$ cat config.mk
export PLATFORM = sky130hd
export DESIGN_NAME = atrp_gain
export DESIGN_NICKNAME = d
export VERILOG_FILES = /design/src/rtl/core/atrp_pkg.sv /design/src/rtl/core/atrp_gain.sv
export SDC_FILE = /design/constraint.sdc
export NUM_CORES = 1
export LEC_CHECK = 0
export BUFFER_PORTS_ARGS = -buffer_cell sky130_fd_sc_hd__buf_2
export CORE_ASPECT_RATIO = 2
export CORE_MARGIN = 4
export CORE_UTILIZATION = 63
export CTS_CLUSTER_DIAMETER = 120
export DETAILED_ROUTE_END_ITERATION = 12
export GPL_TIMING_DRIVEN = 0
export PLACE_DENSITY = 0.95
export SLEW_MARGIN = 0
export SYNTH_ARGS = -nofsm -noshare
export SYNTH_HDL_FRONTEND = slang
export SYNTH_SLANG_ARGS = --single-unit
export TNS_END_PERCENT = 20
$ cat constraint.sdc
create_clock -name clk -period 3.3 [get_ports clk]
set_input_delay 0.495 -clock clk [delete_from_list [all_inputs] [get_ports clk]]
set_output_delay 0.495 -clock clk [all_outputs]
set_load 0.02 [all_outputs]
$ cat src/rtl/core/atrp_pkg.sv
// shared types and constants for the accelerometer tilt pipeline
// no dependencies

package atrp_pkg;

    localparam int ANGLE_FRAC_BITS = 7;
    localparam int CORDIC_STEPS    = 16;
    localparam int ACC_FRAC        = 20;
    localparam int IN_SHIFT        = 14;
    localparam int VEC_W           = 34;
    localparam int ANG_W           = 32;
    localparam int RAW_W           = 16;
    localparam int ROLL_W          = 16;
    localparam int PITCH_W         = 15;
    localparam int GAIN_SHIFT      = 30;
    localparam int PROD_W          = 62;
    localparam int TABLE_LEN       = 24;

    localparam logic [29:0] INV_GAIN_Q30 = 30'd652032875;

    localparam logic signed [ANG_W-1:0] ATAN_Q20 [TABLE_LEN] = '{
        32'sd47185920, 32'sd27855475, 32'sd14718068, 32'sd7471121,
        32'sd3750058,  32'sd1876857,  32'sd938658,   32'sd469357,
        32'sd234682,   32'sd117342,   32'sd58671,    32'sd29335,
        32'sd14668,    32'sd7334,     32'sd3667,     32'sd1833,
        32'sd917,      32'sd458,      32'sd229,      32'sd115,
        32'sd57,       32'sd29,       32'sd14,       32'sd7
    };

    // fields that ride alongside the cordic vectors
    typedef struct packed {
        logic                    zero;
        logic signed [RAW_W-1:0] fwd;
        logic signed [ANG_W-1:0] roll_z;
    } side_t;

endpackage

$ cat src/rtl/core/atrp_gain.sv
// cordic gain correction: registered product, rounded magnitude out
// depends on atrp_pkg

module atrp_gain (
    input  logic                                 clk,
    input  logic                                 rst_n,
    input  logic                                 en,
    input  logic                                 in_valid,
    input  logic signed [atrp_pkg::VEC_W-1:0]    in_x,
    input  logic signed [atrp_pkg::ANG_W-1:0]    in_z,
    input  atrp_pkg::side_t                      in_side,
    output logic                                 out_valid,
    output logic signed [atrp_pkg::VEC_W-1:0]    out_mag,
    output atrp_pkg::side_t                      out_side
);
    import atrp_pkg::*;

    logic              valid_reg;
    logic [PROD_W-1:0] prod_reg;
    side_t             side_reg;
    side_t             side_next;
    logic [PROD_W-1:0] prod_round;

    // x is never negative after vectoring and stays below 2^31
    always_comb
    begin
        side_next        = in_side;
        side_next.roll_z = in_z;
    end

    always_ff @(posedge clk or negedge rst_n)
    begin
        if (!rst_n)
        begin
            valid_reg <= 1'b0;
        end
        else if (en)
        begin
            valid_reg <= in_valid;
        end
    end

    always_ff @(posedge clk)
    begin
        if (en)
        begin
            prod_reg <= PROD_W'(in_x[31:0]) * PROD_W'(INV_GAIN_Q30);
            side_reg <= side_next;
        end
    end

    assign prod_round = prod_reg + (PROD_W'(1) << (GAIN_SHIFT - 1));
    assign out_mag    = VEC_W'(prod_round >> GAIN_SHIFT);
    assign out_valid  = valid_reg;
    assign out_side   = side_reg;

endmodule

==> run summary, run 1 <==
Clk sinks - 83
CP Max Fanout - 5
Via density - 5.85
Later-pin clock latency in the skew report - 0.34 ns
HPWL Detailed - 59.8 mm
Final ANT Viol Nets - 0
FMAX - 0.140 GHz
Cell variety after synth - 59
Drt first pass iters - 5
FF+latch count, synth - 83
Final min period - 7.12 ns
Post-route DRC - 0
Cell count after synthesis - 2023
Post-place setup slack - -4.83 ns
CTS Buf Count - 9
Number of flip-flops in the largest register - 49
Kind of start point of the critical path - input port
Endpoints failing setup - 33
Die Y-Extent - 270 um
Hold Path Class - input port to register
CTS H-tree lvls - 3
Synth Cell Area - 21700 um^2
Wire per inst - 25.8 um
Yosys warnings - 0
WP data required - 3.39 ns
Status - finished, violations left
Synth Flop Type - edfxtp_1
Worst relative slew slack - 34.4%
Aggregate routed wire length - 69.2 mm
DIE AREA - 37700 um^2
Share of the clock period used by the worst path - 216%
CP arrival - 7.21 ns
Reg clk slew, reported paths - 0.06 ns
Register area share after synthesis - 11.5%
EDFF count, synth - 82
Worst setup EP type - register
Initial detailed-routing violation count - 915
Vias in the first global route - 18300
Final-report max-slew violation count - 0
Synth top area cells - fa_1, ha_1, inv_1
RSZ-0062 raised after global routing - yes
# port buffers - 166
Ratio of cells with drive above 1 in the final layout - 16.6%
Boundary pin count - 203
Starting density of the core - 64.1%
Final hold violation count - 0
Max Cap Viol - 0
Fillers - 2323
Root Buffer - clkbuf_16
Final setup margin - -3.82 ns
Nets - 3189
Max Clock Skew - 0 ns
Initial antenna violation count - 1
Yosys top cell area share - 44.9%
Core box area - 33900 um^2
Largest net degree at the start of global routing - 84
Overall routing resource usage - 37.5%
Rows - 95
Die X-Extent - 139 um
Syn-to-layout area delta - 13.7%
Mapped Avg Cell Area - 10.7 um^2
Worst Tran Pin Value - 0.984 ns
First-pass GRT wire length - 104 mm
Final GP Congestion - 1.08
Diode count - 0
CTS tree - done
Post-synth top area cell - fa_1
Grt ovf - 0
CTS Buffer Depth - 2
Async SR Flop Fraction - 1.20%
Routed via count - 15700
Setup CP Type - input port to register
Failing checks - setup timing
## cell usage in the layout, fill, tap and decap left out, types with 5 or more instances in the layout
cell type,count
ha_2,6
buf_4,53
clkinvlp_4,14
nor2_1,31
xnor2_1,42
fa_2,19
ha_4,19
buf_2,140
a21oi_1,41
buf_12,5
nand4_1,17
a21oi_4,5
inv_2,16
ha_1,315
xor2_1,22
a21oi_2,10
o21ai_0,11
and3_1,13
buf_6,9
o21ai_2,5
a31oi_1,5
edfxtp_1,82
o211ai_1,8
inv_1,641
o21ai_1,5
nand3_1,20
clkbuf_1,17
fa_1,468
nand2_1,59
a21o_1,30
clkbuf_16,9
o21bai_1,11
## metrics by stage
step                      hold slack (ns)  cell area [um^2]  cells  TNS, ns  util, %
after detailed placement            0.272             23200   2626  -142.97     68.5
after global placement              0.271             23200   2626  -140.91     68.5
after global routing                0.309             24700   2684  -119.81     72.8
after floorplan                     0.199             21800   2024  -101.87        -
final                               0.322             24700   2684  -115.74     72.8
after CTS                           0.308             24400   2670  -112.37     72.1
## final cells by class
class,count,area [um^2],area share (%)
Tap cell,436,546,2.21
Inverter,670,2560,10.4
Clock inverter,7,60.1,0.243
Sequential cell,83,2490,10.1
Timing Repair Buffer,209,1330,5.39
Buffer,21,104,0.421
Clock buffer,9,225,0.913
Multi-Input combinational cell,1249,17400,70.4
## layer usage
metal	share of wire, %	up-vias	GRT usage, %
met1	27	7892	32.5
met3	4.8	395	5.39
li1	-	6613	-
met4	16	2	43.0
met5	0.010	-	0
met2	53	801	66.7
## synth_stat cells, types with 11 or more instances
| master | n |
|---|---|
| a21o_1 | 31 |
| and3_1 | 16 |
| a21oi_1 | 55 |
| nand2_1 | 61 |
| xnor2_1 | 42 |
| nor3_1 | 11 |
| o21ai_0 | 20 |
| inv_1 | 670 |
| clkbuf_1 | 19 |
| xor2_1 | 23 |
| nand4_1 | 17 |
| nor2_1 | 34 |
| nand3_1 | 23 |
| fa_1 | 487 |
| ha_1 | 340 |
| edfxtp_1 | 82 |
| o21bai_1 | 11 |
| a31oi_1 | 11 |
## cell families (layout without fill, tap and decap cells)
group	after synthesis	count (layout)	synth area share [%]
fa+ha+maj	827	827	64.5
compound gates	168	168	5.12
xor+xnor	65	65	2.62
other cells	1	2	0.0173
flops	83	83	11.5
simple gates	186	186	4.19
mux	1	1	0.0519
buf+inv	692	916	12.0
## timing repair
item,4_1_cts,5_1_grt
buffers inserted,28,14
pin swaps,64,28
resized for setup,170,33
setup endpoints to repair,43,41
hold endpoints to repair,1,0
hold buffers,1,0
## worst paths after layout
path	cells past startpoint	endpoint	slack, ns	from
worst max-delay path	25	prod_reg[57]	-3.82	in_x[8]
worst min-delay path	1	out_side[29]	0.32	in_z[29]
worst min register to register	1	out_valid	0.52	out_valid
min in group asynchronous	2	out_valid	0.47	rst_n
worst max register to register	1	out_valid	2.55	out_valid
max in group asynchronous	2	out_valid	2.74	rst_n
## worst max-delay path, cell delays in order
cell and delay (ns):
buf_12 0.11, clkinvlp_4 0.14, fa_1 0.47, fa_1 0.51, inv_2 0.05, fa_1 0.50
inv_1 0.05, fa_1 0.54, inv_1 0.06, fa_1 0.52, fa_2 0.46, fa_1 0.50
inv_1 0.05, fa_2 0.66, inv_2 0.07, ha_4 0.31, a21oi_4 0.07, o21ai_4 0.16
nor3_2 0.07, nand4_1 0.13, o211ai_1 0.21, a211o_1 0.42, a2111oi_4 0.43, a211oi_2 0.07
xnor2_1 0.15
Power of run 1 is not shown: default switching activity piles up to over one toggle a cycle in this logic, so the estimate is an artifact.
==> run 2, diff against run 1 <==
Settings changed: CAP_MARGIN from default to 20, SETUP_SLACK_MARGIN from default to 0.15.
==> run summary, run 2 (same netlist as run 1, synthesis figures left out) <==
Clk sinks - 83
Routed via count - 15600
Worst Tran Pin Value - 1.00 ns
Worst hold start - in_side[38]
Post-route DRC - 0
Final ANT Viol Nets - 0
CTS Buf Count - 9
Max Cap Viol - 0
CTS tree - done
Post-route insts no fill - 2683
Via density - 5.82
Failing checks - setup timing
Wire per inst - 25.5 um
CTS Buffer Depth - 2
Fillers - 2323
CP max stage cell - fa_2
Diode count - 0
WHS Endpoint - out_side[38]
First-pass GRT wire length - 104 mm
Top delay family on crit path - adder cells
Setup CP Type - input port to register
R2r startpoint - out_valid
Initial antenna violation count - 1
Worst-case reg-to-reg path depth - 1
CP peak stage delay - 0.67 ns
CP most frequent cell - fa_1
Final-report max-slew violation count - 0
Commonest non-fill, non-tap cell in the layout - inv_1
Reg clk slew, reported paths - 0.07 ns
Final hold violation count - 0
Final GP Congestion - 1.08
Drt first pass iters - 7
CP arrival - 7.23 ns
Root Buffer - clkbuf_16
Nets - 3188
Overall routing resource usage - 37.4%
Worst setup EP type - register
Worst reg2reg setup slack - 2.55 ns
Vias in the first global route - 18300
Status - finished, violations left
Aggregate routed wire length - 68.4 mm
Starting density of the core - 64.1%
RSZ-0062 raised after global routing - yes
DIE AREA - 37700 um^2
Initial detailed-routing violation count - 812
Post-place setup slack - -4.83 ns
Crit path buf inv count - 7
Area post-placement - 23200 um^2
Final setup margin - -3.84 ns
RR Endpoint - out_valid
Max Clock Skew - 0 ns
CTS H-tree lvls - 3
Most frequent cells in the layout - inv_1, fa_1, ha_1
Die X-Extent - 139 um
FMAX - 0.140 GHz
Die Y-Extent - 270 um
Endpoints failing setup - 33
Worst relative slew slack - 33.2%
Ratio of cells with drive above 1 in the final layout - 16.7%
# port buffers - 166
HPWL Detailed - 59.8 mm
Multi-input logic area - 17400 um^2
CP Max Fanout - 5
Setup TNS - -115.91 ns
Worst hold stages - 1
Kind of start point of the critical path - input port
Core box area - 33900 um^2
Rows - 95
WP data required - 3.39 ns
Grt ovf - 0
Placed Instances - 2626
Later-pin clock latency in the skew report - 0.34 ns
Largest net degree at the start of global routing - 84
Syn-to-layout area delta - 13.9%
Hold Path Class - input port to register
Post-Layout Inst Area - 24700 um^2
Share of the clock period used by the worst path - 216%
Number of flip-flops in the largest register - 49
Boundary pin count - 203
Final min period - 7.14 ns
FF+latch area - 2490 um^2
[run 2: changes by cell type in the layout (fill, tap and decap cells not counted), sizes merged]
cell      change
clkinvlp      -1
buf           -2
clkbuf        +1
inv           +1
[run 2: how the worst max path moves through the flow]
stage | slack, ns | endpoint | start | depth (start not counted)
finish | -3.84 | prod_reg[57] | in_x[8] | 25
global route | -3.95 | prod_reg[57] | in_x[9] | 23
CTS | -3.72 | prod_reg[57] | in_x[8] | 25
detailed placement | -4.83 | prod_reg[61] | in_x[8] | 24
global placement | -4.80 | prod_reg[61] | in_x[8] | 24
floorplan | -3.31 | prod_reg[58] | in_x[9] | 21
[run 2: area by class of cell]
cell class | count | share of cell area, %
sequential | 83 | 10.1
clock inverter | 7 | 0.243
inverter | 670 | 10.3
timing repair buffer | 207 | 5.37
tap | 436 | 2.21
buffer | 22 | 0.440
multi-input combinational | 1249 | 70.4
clock buffer | 9 | 0.911
[run 2: repair_timing]
item | CTS | global route
hold buffers | 1 | 0
setup buffers | 28 | 12
endpoints found under the hold margin | 1 | 0
endpoints found under the setup margin | 45 | 42
pin swaps | 64 | 44
resized for setup | 178 | 39
[run 2: metrics by stage]
step,util [%],hold slack [ns]
after global placement,68.5,0.271
after detailed placement,68.5,0.272
after global routing,73.0,0.309
after floorplan,-,0.199
final,73.0,0.322
after CTS,72.2,0.308
[run 2: layer usage]
layer | global-route usage (%) | share of wire (%)
met1 | 32.2 | 27
met3 | 5.55 | 4.7
met4 | 43.0 | 15
met5 | 0 | 0.010
met2 | 66.8 | 53
Power of run 2 is left out for the same reason.
